--- config.mk ---
export PLATFORM = sky130hd
export DESIGN_NAME = pow2_bitmap_region_allocator_flat
export DESIGN_NICKNAME = d
export VERILOG_FILES = /design/src/hw/rtl/p2ba_pkg.sv /design/src/hw/rtl/p2ba_stream_if.sv /design/src/hw/rtl/pow2_bitmap_region_allocator.sv /design/src/flat_wrapper.sv
export SDC_FILE = /design/constraint.sdc
export NUM_CORES = 1
export LEC_CHECK = 0
export ABC_AREA = 1
export ABC_CLOCK_PERIOD_IN_PS = 4600
export BUFFER_PORTS_ARGS = -buffer_cell sky130_fd_sc_hd__buf_2
export CORE_MARGIN = 4
export CORE_UTILIZATION = 58
export DETAILED_ROUTE_END_ITERATION = 6
export GPL_TIMING_DRIVEN = 0
export HOLD_SLACK_MARGIN = 0.08
export PLACE_DENSITY = 0.77
export SYNTH_ARGS = -nofsm -noshare
export SYNTH_HDL_FRONTEND = slang
export SYNTH_SLANG_ARGS = --single-unit
--- constraint.sdc ---
create_clock -name clk_i -period 4.6 [get_ports clk_i]
set_input_delay 0.23 -clock clk_i [delete_from_list [all_inputs] [get_ports clk_i]]
set_output_delay 0.23 -clock clk_i [all_outputs]
set_load 0.1 [all_outputs]
--- src/hw/rtl/p2ba_pkg.sv ---
// ----------------------------------------------------------------------------
// p2ba_pkg: shared types and word functions of the region allocator
// Request kinds, response status codes and the per-word search helpers.
// ----------------------------------------------------------------------------
`default_nettype none

package p2ba_pkg;

  localparam int WordW = 32;

  typedef enum logic [1:0] {
    KIND_FIND  = 2'd0,
    KIND_ALLOC = 2'd1,
    KIND_FREE  = 2'd2
  } kind_e;

  typedef enum logic [1:0] {
    ST_OK    = 2'd0,
    ST_NOFIT = 2'd1,
    ST_TAKEN = 2'd2,
    ST_BAD   = 2'd3
  } status_e;

  localparam logic [WordW-1:0] FoldMask1 = 32'haaaaaaaa;
  localparam logic [WordW-1:0] FoldMask2 = 32'h88888888;
  localparam logic [WordW-1:0] FoldMask4 = 32'h80808080;
  localparam logic [WordW-1:0] FoldMask8 = 32'h80008000;
  localparam logic [WordW-1:0] WordOnes  = 32'hffffffff;

  // Marks the first bit of every aligned, fully free group of 2^s bits.
  // Bit 31 is the lowest index, so each group is marked at its top bit.
  function automatic logic [WordW-1:0] word_fit(input logic [WordW-1:0] w,
                                                input logic [2:0] s);
    logic [WordW-1:0] f1, f2, f4, f8, r;
    f1 = w & (w << 1) & FoldMask1;
    f2 = f1 & (f1 << 2) & FoldMask2;
    f4 = f2 & (f2 << 4) & FoldMask4;
    f8 = f4 & (f4 << 8) & FoldMask8;
    case (s)
      3'd0:    r = w;
      3'd1:    r = f1;
      3'd2:    r = f2;
      3'd3:    r = f4;
      3'd4:    r = f8;
      default: r = '0;
    endcase
    return r;
  endfunction

  // Position, counted from the top bit, of the highest set bit.
  function automatic logic [4:0] first_one(input logic [WordW-1:0] v);
    logic [4:0] pos;
    pos = '0;
    for (int i = 0; i < WordW; i++) begin
      if (v[i]) begin
        pos = 5'(WordW - 1 - i);
      end
    end
    return pos;
  endfunction

  // Mask of a region of 2^s bits that starts at offset off within a word.
  function automatic logic [WordW-1:0] small_mask(input logic [2:0] s,
                                                  input logic [4:0] off);
    logic [5:0] len;
    len = 6'd1 << s;
    return (~(WordOnes >> len)) >> off;
  endfunction

endpackage

`default_nettype wire

--- src/hw/rtl/p2ba_stream_if.sv ---
// ----------------------------------------------------------------------------
// p2ba_stream_if: request and response channels of the region allocator
// Valid/ready channels; a transfer happens when valid and ready are both high.
// ----------------------------------------------------------------------------
`default_nettype none

interface p2ba_req_if;
  logic       valid;
  logic       ready;
  logic [1:0] kind;
  logic [3:0] size_shift;
  logic [7:0] index;

  modport source (output valid, output kind, output size_shift, output index,
                  input ready);
  modport sink (input valid, input kind, input size_shift, input index,
                output ready);
endinterface

interface p2ba_rsp_if;
  logic       valid;
  logic       ready;
  logic [1:0] status;
  logic [7:0] result_index;
  logic       map_empty;

  modport source (output valid, output status, output result_index,
                  output map_empty, input ready);
  modport sink (input valid, input status, input result_index,
                input map_empty, output ready);
endinterface

`default_nettype wire

--- src/hw/rtl/pow2_bitmap_region_allocator.sv ---
// ----------------------------------------------------------------------------
// pow2_bitmap_region_allocator: first-fit bitmap allocator, power-of-two regions
// Keeps a free map in a word memory and serves find, allocate and free requests.
// ----------------------------------------------------------------------------
//
//  Channel  Dir  Transfer                Payload
//  req_i    in   valid & ready           kind, size_shift, index
//  rsp_o    out  valid & ready           status, result_index, map_empty
//
//  A request is taken only while the sequencer is idle; the response register
//  lets the next request in while an earlier response still waits.
//  The map words are read one per cycle through the registered memory port: a
//  find reads up to NUM_BITS/32 words (rounded up to a whole group for large
//  sizes), and a large find, allocate or free then writes 2^size_shift/32 words.
//  Reset needs no clearing pass; per-word valid flags make the map read free.
//  A stalled response holds the sequencer in its final state.
//
`default_nettype none

module pow2_bitmap_region_allocator #(
  parameter int NUM_BITS = 256
) (
  input  logic       clk_i,
  input  logic       rst_ni,
  p2ba_req_if.sink   req_i,
  p2ba_rsp_if.source rsp_o
);
  import p2ba_pkg::*;

  localparam int NW = NUM_BITS / 32;
  localparam int TW = $clog2(2 * NW);
  localparam int AW = (NW > 1) ? $clog2(NW) : 1;
  localparam int SW = $clog2(NUM_BITS) + 1;
  localparam int CW = $clog2(NUM_BITS + 1);
  localparam logic [TW-1:0] NwT   = TW'(NW);
  localparam logic [TW-1:0] LastW = TW'(NW - 1);

  typedef enum logic [1:0] {
    S_IDLE,
    S_SCAN,
    S_WRITE,
    S_FIN
  } state_e;

  // Scan positions run past the last word when a large group wraps round.
  function automatic logic [AW-1:0] word_addr(input logic [TW-1:0] t);
    logic [TW-1:0] a;
    a = (t >= NwT) ? (t - NwT) : t;
    return AW'(a);
  endfunction

  // Free map storage
  logic [WordW-1:0] map_q [NW];
  logic [NW-1:0]    valid_q, valid_d;
  logic [WordW-1:0] rd_data_q;
  logic             rd_vld_q;
  logic             mem_we;
  logic [AW-1:0]    mem_wa, rd_addr;
  logic [WordW-1:0] mem_wd;

  // Sequencer registers
  state_e        state_q, state_d;
  logic [1:0]    kind_q, kind_d;
  logic [2:0]    shift_q, shift_d;
  logic          large_q, large_d;
  logic [7:0]    idx_q, idx_d;
  logic [TW-1:0] kmask_q, kmask_d;
  logic [TW-1:0] tlast_q, tlast_d;
  logic [TW-1:0] rt_q, rt_d;
  logic [TW-1:0] et_q, et_d;
  logic [TW-1:0] wt_q, wt_d;
  logic [TW-1:0] wend_q, wend_d;
  logic          rmore_q, rmore_d;
  logic          ev_q, ev_d;
  logic          grp_q, grp_d;
  logic [SW-1:0] sz_q, sz_d;
  logic [CW-1:0] used_q, used_d;
  status_e       res_status_q, res_status_d;
  logic [7:0]    res_idx_q, res_idx_d;
  logic          res_empty_q, res_empty_d;
  logic          out_valid_q, out_valid_d;
  status_e       out_status_q, out_status_d;
  logic [7:0]    out_idx_q, out_idx_d;
  logic          out_empty_q, out_empty_d;

  // Request decode
  logic [16:0]   size_w, km_w;
  logic          sz_bad, place_bad, kind_bad, req_bad, req_large;
  logic [TW-1:0] kmask_in, tstart_in, tlast_in;

  always_comb begin
    size_w    = 17'd1 << req_i.size_shift;
    sz_bad    = size_w > 17'(NUM_BITS);
    place_bad = ((17'(req_i.index) & (size_w - 17'd1)) != 17'd0) ||
                ((17'(req_i.index) + size_w) > 17'(NUM_BITS));
    kind_bad  = (req_i.kind != KIND_FIND) && (req_i.kind != KIND_ALLOC) &&
                (req_i.kind != KIND_FREE);
    req_bad   = kind_bad || sz_bad || ((req_i.kind != KIND_FIND) && place_bad);
    req_large = req_i.size_shift >= 4'd5;
    km_w      = req_large ? ((size_w >> 5) - 17'd1) : 17'd0;
    kmask_in  = TW'(km_w);
    tstart_in = (req_i.kind == KIND_FIND) ? '0 : TW'(req_i.index >> 5);
    tlast_in  = (req_i.kind == KIND_FIND) ? (LastW | kmask_in)
                                          : (tstart_in | kmask_in);
  end

  // Shared word evaluator
  logic [WordW-1:0] word, fit, smask, fmask;
  logic [4:0]       lz;
  logic             found_s, small_ok, word_ok, cur_ok;
  logic [TW-1:0]    off, gstart;
  logic [15:0]      ri_small, ri_large;

  always_comb begin
    word     = rd_vld_q ? rd_data_q : WordOnes;
    fit      = word_fit(word, shift_q);
    found_s  = |fit;
    lz       = first_one(fit);
    fmask    = small_mask(shift_q, lz);
    smask    = small_mask(shift_q, idx_q[4:0]);
    small_ok = (kind_q == KIND_FREE) ? ((word & smask) == '0)
                                     : ((word & smask) == smask);
    word_ok  = (kind_q == KIND_FREE) ? (word == '0) : (word == WordOnes);
    off      = et_q & kmask_q;
    cur_ok   = ((off == '0) ? 1'b1 : grp_q) & word_ok;
    gstart   = et_q & ~kmask_q;
    ri_small = (16'(et_q) << 5) | 16'(lz);
    ri_large = 16'(gstart) << 5;
  end

  assign rd_addr = word_addr(rt_q);

  always_comb begin
    state_d      = state_q;
    kind_d       = kind_q;
    shift_d      = shift_q;
    large_d      = large_q;
    idx_d        = idx_q;
    kmask_d      = kmask_q;
    tlast_d      = tlast_q;
    rt_d         = rt_q;
    et_d         = rt_q;
    wt_d         = wt_q;
    wend_d       = wend_q;
    rmore_d      = rmore_q;
    grp_d        = grp_q;
    sz_d         = sz_q;
    used_d       = used_q;
    res_status_d = res_status_q;
    res_idx_d    = res_idx_q;
    res_empty_d  = res_empty_q;
    out_valid_d  = out_valid_q && !rsp_o.ready;
    out_status_d = out_status_q;
    out_idx_d    = out_idx_q;
    out_empty_d  = out_empty_q;
    valid_d      = valid_q;
    mem_we       = 1'b0;
    mem_wa       = word_addr(et_q);
    mem_wd       = word;

    case (state_q)
      S_IDLE: begin
        if (req_i.valid) begin
          kind_d       = req_i.kind;
          shift_d      = req_i.size_shift[2:0];
          large_d      = req_large;
          idx_d        = req_i.index;
          kmask_d      = kmask_in;
          tlast_d      = tlast_in;
          rt_d         = tstart_in;
          rmore_d      = 1'b1;
          sz_d         = size_w[SW-1:0];
          res_idx_d    = (req_i.kind == KIND_FIND) ? 8'd0 : req_i.index;
          res_empty_d  = 1'b0;
          res_status_d = ST_BAD;
          state_d      = req_bad ? S_FIN : S_SCAN;
        end
      end
      S_SCAN: begin
        if (rmore_q) begin
          if (rt_q == tlast_q) begin
            rmore_d = 1'b0;
          end else begin
            rt_d = rt_q + 1'b1;
          end
        end
        if (ev_q) begin
          grp_d = cur_ok;
          if (!large_q) begin
            if (kind_q == KIND_FIND) begin
              if (found_s) begin
                mem_we       = 1'b1;
                mem_wd       = word & ~fmask;
                used_d       = used_q + CW'(sz_q);
                res_idx_d    = ri_small[7:0];
                res_status_d = ST_OK;
                state_d      = S_FIN;
              end else if (et_q == tlast_q) begin
                res_status_d = ST_NOFIT;
                state_d      = S_FIN;
              end
            end else begin
              if (small_ok) begin
                mem_we       = 1'b1;
                res_status_d = ST_OK;
                if (kind_q == KIND_FREE) begin
                  mem_wd      = word | smask;
                  used_d      = used_q - CW'(sz_q);
                  res_empty_d = (used_q - CW'(sz_q)) == '0;
                end else begin
                  mem_wd = word & ~smask;
                  used_d = used_q + CW'(sz_q);
                end
              end else begin
                res_status_d = (kind_q == KIND_ALLOC) ? ST_TAKEN : ST_BAD;
              end
              state_d = S_FIN;
            end
          end else if (off == kmask_q) begin
            if (cur_ok) begin
              wt_d   = gstart;
              wend_d = et_q;
              if (kind_q == KIND_FIND) begin
                res_idx_d = ri_large[7:0];
              end
              state_d = S_WRITE;
            end else if ((kind_q == KIND_FIND) && (et_q != tlast_q)) begin
              state_d = S_SCAN;
            end else begin
              case (kind_q)
                KIND_FIND:  res_status_d = ST_NOFIT;
                KIND_ALLOC: res_status_d = ST_TAKEN;
                default:    res_status_d = ST_BAD;
              endcase
              state_d = S_FIN;
            end
          end
        end
      end
      S_WRITE: begin
        mem_we = 1'b1;
        mem_wa = word_addr(wt_q);
        mem_wd = (kind_q == KIND_FREE) ? WordOnes : '0;
        if (wt_q == wend_q) begin
          res_status_d = ST_OK;
          if (kind_q == KIND_FREE) begin
            used_d      = used_q - CW'(sz_q);
            res_empty_d = (used_q - CW'(sz_q)) == '0;
          end else begin
            used_d = used_q + CW'(sz_q);
          end
          state_d = S_FIN;
        end else begin
          wt_d = wt_q + 1'b1;
        end
      end
      S_FIN: begin
        if (!out_valid_q || rsp_o.ready) begin
          out_valid_d  = 1'b1;
          out_status_d = res_status_q;
          out_idx_d    = res_idx_q;
          out_empty_d  = res_empty_q;
          state_d      = S_IDLE;
        end
      end
      default: begin
        state_d = S_IDLE;
      end
    endcase

    if (mem_we) begin
      valid_d[mem_wa] = 1'b1;
    end
    // Words still in flight are dropped once the scan has reached a decision.
    ev_d = (state_q == S_SCAN) && rmore_q && (state_d == S_SCAN);
  end

  always_ff @(posedge clk_i or negedge rst_ni) begin
    if (!rst_ni) begin
      state_q      <= S_IDLE;
      kind_q       <= '0;
      shift_q      <= '0;
      large_q      <= 1'b0;
      idx_q        <= '0;
      kmask_q      <= '0;
      tlast_q      <= '0;
      rt_q         <= '0;
      et_q         <= '0;
      wt_q         <= '0;
      wend_q       <= '0;
      rmore_q      <= 1'b0;
      ev_q         <= 1'b0;
      grp_q        <= 1'b0;
      sz_q         <= '0;
      used_q       <= '0;
      res_status_q <= ST_OK;
      res_idx_q    <= '0;
      res_empty_q  <= 1'b0;
      out_valid_q  <= 1'b0;
      out_status_q <= ST_OK;
      out_idx_q    <= '0;
      out_empty_q  <= 1'b0;
      valid_q      <= '0;
      rd_vld_q     <= 1'b0;
    end else begin
      state_q      <= state_d;
      kind_q       <= kind_d;
      shift_q      <= shift_d;
      large_q      <= large_d;
      idx_q        <= idx_d;
      kmask_q      <= kmask_d;
      tlast_q      <= tlast_d;
      rt_q         <= rt_d;
      et_q         <= et_d;
      wt_q         <= wt_d;
      wend_q       <= wend_d;
      rmore_q      <= rmore_d;
      ev_q         <= ev_d;
      grp_q        <= grp_d;
      sz_q         <= sz_d;
      used_q       <= used_d;
      res_status_q <= res_status_d;
      res_idx_q    <= res_idx_d;
      res_empty_q  <= res_empty_d;
      out_valid_q  <= out_valid_d;
      out_status_q <= out_status_d;
      out_idx_q    <= out_idx_d;
      out_empty_q  <= out_empty_d;
      valid_q      <= valid_d;
      rd_vld_q     <= valid_q[rd_addr];
    end
  end

  always_ff @(posedge clk_i) begin
    if (mem_we) begin
      map_q[mem_wa] <= mem_wd;
    end
    rd_data_q <= map_q[rd_addr];
  end

  assign req_i.ready        = (state_q == S_IDLE);
  assign rsp_o.valid        = out_valid_q;
  assign rsp_o.status       = out_status_q;
  assign rsp_o.result_index = out_idx_q;
  assign rsp_o.map_empty    = out_empty_q;

`ifndef SYNTHESIS
  a_empty_only_ok: assert property (@(posedge clk_i) disable iff (!rst_ni)
    rsp_o.valid && rsp_o.map_empty |-> rsp_o.status == ST_OK)
    else $error("map_empty reported on a failed request");

  a_used_bounded: assert property (@(posedge clk_i) disable iff (!rst_ni)
    used_q <= CW'(NUM_BITS))
    else $error("allocated bit count exceeds the map size");

  a_scan_in_range: assert property (@(posedge clk_i) disable iff (!rst_ni)
    state_q == S_SCAN |-> rt_q <= tlast_q)
    else $error("scan read pointer ran past the last word");

  a_no_idle_write: assert property (@(posedge clk_i) disable iff (!rst_ni)
    mem_we |-> state_q != S_IDLE && state_q != S_FIN)
    else $error("map written outside a scan or write pass");

  a_busy_after_take: assert property (@(posedge clk_i) disable iff (!rst_ni)
    req_i.valid && req_i.ready |=> !req_i.ready)
    else $error("second request taken while the first is in progress");
`endif

endmodule

`default_nettype wire
--- src/flat_wrapper.sv ---
// flat-port wrapper written by rule: the top's interface ports become plain ports
module pow2_bitmap_region_allocator_flat import p2ba_pkg::*;
#(
  parameter int NUM_BITS = 256
)
  (clk_i, rst_ni, req_i_valid, req_i_kind, req_i_size_shift, req_i_index, req_i_ready, rsp_o_valid, rsp_o_status, rsp_o_result_index, rsp_o_map_empty, rsp_o_ready);
  p2ba_req_if req_i_i ();
  p2ba_rsp_if rsp_o_i ();
  input  logic clk_i;
  input  logic rst_ni;
  input wire logic [$bits(req_i_i.valid)-1:0] req_i_valid;
  input wire logic [$bits(req_i_i.kind)-1:0] req_i_kind;
  input wire logic [$bits(req_i_i.size_shift)-1:0] req_i_size_shift;
  input wire logic [$bits(req_i_i.index)-1:0] req_i_index;
  output wire logic [$bits(req_i_i.ready)-1:0] req_i_ready;
  output wire logic [$bits(rsp_o_i.valid)-1:0] rsp_o_valid;
  output wire logic [$bits(rsp_o_i.status)-1:0] rsp_o_status;
  output wire logic [$bits(rsp_o_i.result_index)-1:0] rsp_o_result_index;
  output wire logic [$bits(rsp_o_i.map_empty)-1:0] rsp_o_map_empty;
  input wire logic [$bits(rsp_o_i.ready)-1:0] rsp_o_ready;
  assign req_i_i.valid = req_i_valid;
  assign req_i_i.kind = req_i_kind;
  assign req_i_i.size_shift = req_i_size_shift;
  assign req_i_i.index = req_i_index;
  assign req_i_ready = req_i_i.ready;
  assign rsp_o_valid = rsp_o_i.valid;
  assign rsp_o_status = rsp_o_i.status;
  assign rsp_o_result_index = rsp_o_i.result_index;
  assign rsp_o_map_empty = rsp_o_i.map_empty;
  assign rsp_o_i.ready = rsp_o_ready;
  pow2_bitmap_region_allocator #(.NUM_BITS(NUM_BITS)) u_core (.clk_i(clk_i), .rst_ni(rst_ni), .req_i(req_i_i), .rsp_o(rsp_o_i));
endmodule
Yosys cells after proc, flatten, opt, wreduce, memory -nomap -nowiden
Memory sizes are Yosys's and may differ from the RTL's. A register that Yosys moved wholly into a read port is not among the register bits.
Cells that the tools add are included.
Widths: inputs -> output; s select.
{"block": "totals", "out_inout_bits": 13, "ff_bits": 90, "elab_cells": 282, "mem_count": 1, "input_bits": 18, "mem_bits_rw": 256}
{"block": "op_classes", "n_eq_ne": 41, "reduce_logical": 39, "shifts": 5, "bitwise_logic": 19, "n_mux": 133, "n_addsub": 10, "order_cmp": 9}
{"memory": "u_core.map_q", "depth": 8, "width": 32, "read_ports": 1, "rd_clocked_by_memory_dff": 1, "write_ports": 1, "line_no": "pow2_bitmap_region_allocator.sv:53", "source": "logic [WordW-1:0] map_q [NW];"}
{"op": "$mux 32", "n": 8}
{"op": "$and 32x32->32", "n": 7}
{"op": "$mux 5", "n": 32}
{"op": "$pmux 32 s5", "n": 1}
{"op": "$not 32->32", "n": 3}
{"op": "$mux 8", "n": 9}
{"op": "$logic_not 32->1", "n": 2}
{"op": "$pmux 32 s2", "n": 1}
{"op": "$shr 32x5->32", "n": 2}
{"op": "$mux 9", "n": 7}
{"op": "$mux 2", "n": 23}
{"op": "$mux 4", "n": 10}
{"op": "$gt 17x9->1 const B", "n": 2}
{"op": "$eq 32x32->1", "n": 1}
{"op": "$eq 32x32->1 const B", "n": 1}
{"op": "$or 32x32->32", "n": 1}
{"op": "$reduce_or 32->1", "n": 1}
{"op": "$shr 32x6->32 const A", "n": 1}
{"op": "$mux 1", "n": 25}
{"op": "$pmux 9 s2", "n": 1}
{"op": "$add 8x17->17", "n": 1}
{"op": "$and 8x17->17", "n": 1}
{"op": "$reduce_bool 17->1", "n": 1}
{"op": "$shl 1x4->17 const A", "n": 1}
{"op": "other kinds (55)", "n": 114}

Logic depth before layout (Yosys ltp)
{"block": "depth", "word_depth": 46, "ltp_mapped": 44, "ltp_nobuf": 43}

Least setup slack after synthesis
Ideal clock, no wire load.
{"block": "synth_path", "path_kind": "flip-flop to flip-flop", "start": "reg u_core.shift_q[1]", "end": "mem u_core.map_q[0][0] (enable)", "t_arrival_ns": 4.412, "stages_incl_launch_ff": 25, "setup_ns": 0.442, "t_required_ns": 4.158, "path_slack_ns": -0.254, "period_less_slack_ns": 4.854, "path_buffers": 2, "path_cell_list": "dfrtp_1 -> buf_4 -> inv_2 -> nand2_4 -> inv_2 -> buf_6 -> nor2_8 -> inv_2 -> o21ai_2 -> nand2_1 -> o21ai_2 -> nor2_1 -> a31oi_2 -> nand2_1 -> nand2_1 -> inv_2 -> a221oi_2 -> nand3_1 -> nor4_2 -> nand3_2 -> nand2_4 -> o211ai_4 -> o21ai_2 -> nand2_2 -> nor4_2"}
{"block": "synth_between", "elab_chain_cells": 14, "elab_cells_between_ends": 23, "classes_between": "eq/ne: 5; shift: 3; mux: 10; bitwise: 2; reduce/logical: 3"}
{"element": "start, declared", "line_no": "pow2_bitmap_region_allocator.sv:64", "source": "logic [2:0] shift_q, shift_d;"}
{"element": "start signal, assigned", "line_no": "pow2_bitmap_region_allocator.sv:308", "source": "shift_q <= shift_d;"}
{"element": "$shl 1x3->6", "line_no": "p2ba_pkg.sv:66", "source": "len = 6'd1 << s;"}
{"element": "$shr 32x6->32", "line_no": "p2ba_pkg.sv:67", "source": "return (~(WordOnes >> len)) >> off;"}
{"element": "$not 32->32", "line_no": "p2ba_pkg.sv:67"}
{"element": "$shr 32x5->32", "line_no": "p2ba_pkg.sv:67"}
{"element": "$and 32x32->32", "line_no": "pow2_bitmap_region_allocator.sv:121, pow2_bitmap_region_allocator.sv:122"}
{"element": "$eq 32x32->1 or $logic_not 32->1 (tied branches)", "line_no": "pow2_bitmap_region_allocator.sv:122, pow2_bitmap_region_allocator.sv:121"}
{"element": "$mux 1", "line_no": "pow2_bitmap_region_allocator.sv:121", "source": "small_ok = (kind_q == KIND_FREE) ? ((word & smask) == '0)"}
{"element": "$mux 1", "line_no": "pow2_bitmap_region_allocator.sv:203", "source": "if (small_ok) begin"}
{"element": "$mux 1 (*)", "line_no": "pow2_bitmap_region_allocator.sv:190", "source": "if (kind_q == KIND_FIND) begin"}
{"element": "$mux 1 (*)", "line_no": "pow2_bitmap_region_allocator.sv:189", "source": "if (!large_q) begin"}
{"element": "$mux 1 (*)", "line_no": "pow2_bitmap_region_allocator.sv:187", "source": "if (ev_q) begin"}
{"element": "$pmux 1 s2 (*)", "line_no": "pow2_bitmap_region_allocator.sv:161", "source": "case (state_q)"}
{"element": "$mux 1 (*)", "line_no": "pow2_bitmap_region_allocator.sv:335", "source": "if (mem_we) begin"}
{"element": "$mux 1 (implied by the code) (*)", "line_no": "pow2_bitmap_region_allocator.sv:336", "source": "map_q[mem_wa] <= mem_wd;"}
{"element": "end, declared", "line_no": "pow2_bitmap_region_allocator.sv:53"}
Mark *: on every way between the ends. The rest lies on a longest branch, timed or not.

Final worst setup path
{"block": "layout_path", "start": "reg u_core.shift_q[1]", "end": "mem u_core.map_q[4][8] (enable)"}
The elaborated chain is that of the path after synthesis.

==> results.sh <==
export IMPL_status="complete, no violations"
export IMPL_post_route_period_util=0.977
export IMPL_ys_seq_area_frac=0.523
export IMPL_drc=0
export IMPL_path_cells="buf_6 -> inv_2 -> nand2_4 -> inv_2 -> buf_6 -> nor2_4 -> buf_6 -> nor2_2 -> nand2_1 -> nand2_1 -> o21ai_4 -> nor2_1 -> nor4_2 -> nand2_1 -> nor4_1 -> nand3_1 -> nand2_4 -> o211ai_4 -> o21ai_2 -> nand2_4 -> buf_4 -> nor4_4 -> buf_12 -> buf_6"
export IMPL_multi_input_area_sq_um=8930
export IMPL_synth_seq_cells=377
export IMPL_p_clk_frac=0.453
export IMPL_drt_initial_drc_count=2436
export IMPL_vias=18781
export IMPL_syn_nets=2422
export IMPL_cts_clk_slew_worst_paths_ns=0.06
export IMPL_power_leakage_nw=10.2
export IMPL_worstMarginPinSlew_ns=1.29
export IMPL_clockBufferDepth=3
export IMPL_yosysWarnings=0
export IMPL_grt_max_degree=57
export IMPL_clockRootBuffer="clkbuf_16"
export IMPL_netlist_instances=2364
export IMPL_p_per_area_nw_per_um2=286
export IMPL_nets=2555
export IMPL_cts_sinks=377
export IMPL_worst_slack_ns=0.104
export IMPL_portBuffers=28
export IMPL_syn_to_final_growth_pct=16.7
export IMPL_slew_headroom=0.142
export IMPL_numCtsBuffers=39
export IMPL_max_clock_freq_mhz=222
export IMPL_start_util=0.586
export IMPL_crit_path_max_fanout=13
export IMPL_ios=31
export IMPL_cts_max_level=2
export IMPL_peakVddDrop_mv=0.603
export IMPL_critPathRequiredTime_ns=4.86
export IMPL_drive_gt1_frac=0.123
export IMPL_clkLatencyLatePin_ns=0.57
export IMPL_end_kind="register"
export IMPL_hold_viol_final=0
export IMPL_power_mw=6.73
export IMPL_r2r_end="u_core.map_q[4][8]$_DFFE_PP_"
export IMPL_avgSynthCellArea_sq_um=8.54
export IMPL_rr_worst_depth=24
export IMPL_pwr_share_seq=0.533
export IMPL_max_stage_delay_ns=0.41
export IMPL_drv_cap=0
export IMPL_grt_overflow_total=0
export IMPL_clock_skew_ns=0.0290
export IMPL_synth_distinct_cells=65
export IMPL_drt_pass1_iter_count=5
export IMPL_cp_endpoint="u_core.map_q[4][8]$_DFFE_PP_"
export IMPL_rows=68
export IMPL_start_kind="register"
export IMPL_antenna_found_initial=0
export IMPL_synthArstFlopShare=0.236
export IMPL_coreArea_sq_um=34500
export IMPL_p_int_mw=5.34
export IMPL_placed_cells=2860
export IMPL_vias_per_cell=6.30
export IMPL_final_max_slew_violation_count=0
export IMPL_crit_slowest_cell="nor4_2"
export IMPL_switching_share=0.206
export IMPL_synth_edf_count=256
export IMPL_hold_class="input pin to register"
export IMPL_die_h_um=195
export IMPL_die_w_um=195
export IMPL_p_comb_frac=0.014
export IMPL_setup_worst_path_start="u_core.shift_q[1]$_DFFE_PN0P_"
export IMPL_grt_pass1_vias=17928
export IMPL_min_from="req_i_valid"
export IMPL_post_place_ws_ns=-0.658
export IMPL_netlist_area_sq_um=20200
export IMPL_cts_tree="yes"
export IMPL_grt_pass1_wl_mm=106
export IMPL_crit_arrival_ns=4.76
export IMPL_final_cells=2981
export IMPL_fin_hold_ws_ns=0.116
export IMPL_crit_reg2reg_launch="u_core.shift_q[1]$_DFFE_PN0P_"
export IMPL_diodes=0
export IMPL_dpl_hpwl_mm=52.3
export IMPL_wl_per_cell_um=23.7
export IMPL_setup_viol_count_final=0
export IMPL_p_switching_mw=1.39
export IMPL_drt_total_wl_mm=70.7
export IMPL_fill_cells=2626
export IMPL_synth_ff_type="edfxtp_1"
export IMPL_finalCriticalPeriod_ns=4.50
export IMPL_worst_r2r_setup_slack_ns=0.10
export IMPL_rsz0062_at_grt="true"
export IMPL_seq_area_sq_um=10600
export IMPL_crit_type="register to register"
export IMPL_grt_use_total=0.364
export IMPL_die_area_sq_um=37900
export IMPL_crit_top_cell="buf_6"
export IMPL_final_antenna_net_count=0
export IMPL_gp_congestion=1.03
metrics by stage:
step                      instance area (sq um)  setup TNS [ns]   util
final                                     23600               0  0.684
after detailed placement                  21200         -169.29  0.615
after CTS                                 23000           -1.70  0.667
after floorplan                           20200          -16.49      -
after global placement                    20900         -643.71  0.607
after global routing                      23600           -2.04  0.684
power groups by stage:
stage	Sequential, mW	Clock (mW)	Combinational, mW
6_report	3.59	3.05	0.0909
3_5_place_dp	3.66	0	0.0807
4_1_cts	3.59	3.05	0.0900
5_1_grt	3.58	3.18	0.102
3_3_place_gp	3.66	0	0.0750
2_1_floorplan	3.66	0	0.0368
kinds of logic (layout without fill, tap and decap cells):
group	after synthesis	after routing	synth area share
AO/OA/AOI/OAI	629	629	0.176
adder cells (fa/ha/maj)	40	40	0.0259
flip-flops	377	377	0.523
buffers and inverters	344	506	0.0662
XOR/XNOR	31	31	0.0134
AND/OR/NAND/NOR	936	936	0.191
multiplexers	7	7	0.00384
registers in the layout, summed over array words and instances, names as in the netlist, 5 cells and up:
| signal | flops |
|---|---|
| u_core.sz_q | 9 |
| u_core.idx_q | 5 |
| u_core.rd_data_q | 32 |
| u_core.valid_q | 8 |
| u_core.res_idx_q | 8 |
| u_core.map_q | 256 |
| u_core.rsp_o.result_index | 8 |
| u_core.used_q | 9 |
cells in the mapped netlist (all sizes together), types with 20 or more instances:
cell type | number | share of area
inv | 227 | 0.042
a31oi | 51 | 0.016
nand2 | 341 | 0.065
dfrtp | 89 | 0.11
nand3 | 76 | 0.019
dfxtp | 32 | 0.032
edfxtp | 256 | 0.38
o21ai | 300 | 0.075
clkbuf | 90 | 0.017
ha | 37 | 0.023
nor4 | 21 | 0.0082
a21oi | 143 | 0.036
nor2 | 458 | 0.088
o22ai | 59 | 0.018
buf | 20 | 0.0060
cell type report:
| class | instances | share of cell area |
|---|---|---|
| Sequential cell | 377 | 0.448 |
| Multi-Input combinational cell | 1643 | 0.379 |
| Clock buffer | 53 | 0.0459 |
| Timing Repair Buffer | 92 | 0.0383 |
| Inverter | 234 | 0.0381 |
| Tap cell | 455 | 0.0242 |
| Buffer | 110 | 0.0203 |
| Clock inverter | 17 | 0.00563 |
metal layers:
| metal | share of wire | routed length, um | global-route usage | vias to the layer above |
|---|---|---|---|---|
| met5 | 0 | 0 | 0 | - |
| met1 | 0.39 | 27500 | 0.492 | 9044 |
| met2 | 0.48 | 33600 | 0.594 | 1149 |
| met3 | 0.097 | 6880 | 0.0589 | 190 |
| li1 | - | - | - | 8398 |
| met4 | 0.038 | 2710 | 0.143 | 0 |
placed cells by master, fill, tap and decap left out, drive strengths merged, types with 2 or more instances in the layout:
| cell type | synthesis | layout |
|---|---|---|
| clkbuf | 90 | 144 |
| fa | 3 | 3 |
| dfxtp | 32 | 32 |
| nand4 | 12 | 12 |
| nand3 | 76 | 76 |
| a221oi | 8 | 8 |
| xnor2 | 13 | 13 |
| a21oi | 143 | 143 |
| nand2 | 341 | 341 |
| edfxtp | 256 | 256 |
| mux2 | 6 | 6 |
| xor2 | 18 | 18 |
| o221ai | 7 | 7 |
| o31ai | 5 | 5 |
| dlygate4sd3 | 0 | 14 |
| o21ai | 300 | 300 |
| a21o | 3 | 3 |
| o211ai | 17 | 17 |
| or2 | 7 | 7 |
| clkinvlp | 0 | 3 |
| dfrtp | 89 | 89 |
| ha | 37 | 37 |
| inv | 227 | 230 |
| a32oi | 3 | 3 |
| clkinv | 7 | 17 |
| nor3 | 15 | 15 |
| o2111ai | 7 | 7 |
| and2 | 2 | 2 |
| a211oi | 3 | 3 |
| a31oi | 51 | 51 |
| nor4 | 21 | 21 |
| o22ai | 59 | 59 |
| a22oi | 13 | 13 |
| o21bai | 4 | 4 |
| buf | 20 | 97 |
| nor2 | 458 | 458 |
worst min-delay path by stage:
stage | endpoint | slack (ns) | cells past startpoint
2_1_floorplan | u_core.et_d[0]$_DFFE_PN0P_ | -0.07 | 0
3_3_place_gp | u_core.et_q[0]$_DFF_PN0_ | 0.39 | 0
3_5_place_dp | u_core.sz_q[1]$_DFFE_PN0P_ | 0.22 | 1
4_1_cts | u_core.state_q[0]$_DFF_PN0_ | 0.10 | 3
5_1_grt | u_core.state_q[0]$_DFF_PN0_ | 0.17 | 3
6_report | u_core.state_q[0]$_DFF_PN0_ | 0.12 | 3
critical path: cells and delay by family, from the launching register on:
family / cells / cell delay [ns]
simple gates: 13 / 2.17
buf+inv: 8 / 1.10
compound gates: 3 / 0.56
flops: 1 / 0.34
repair_timing:
action,4_1_cts,5_1_grt
pin swaps,12,23
setup endpoints to repair,509,530
resized for setup,62,106
cloned,0,0
hold buffers,14,0
buffers inserted,17,21
hold endpoints to repair,111,0
Power figures use the tool's default switching activity.
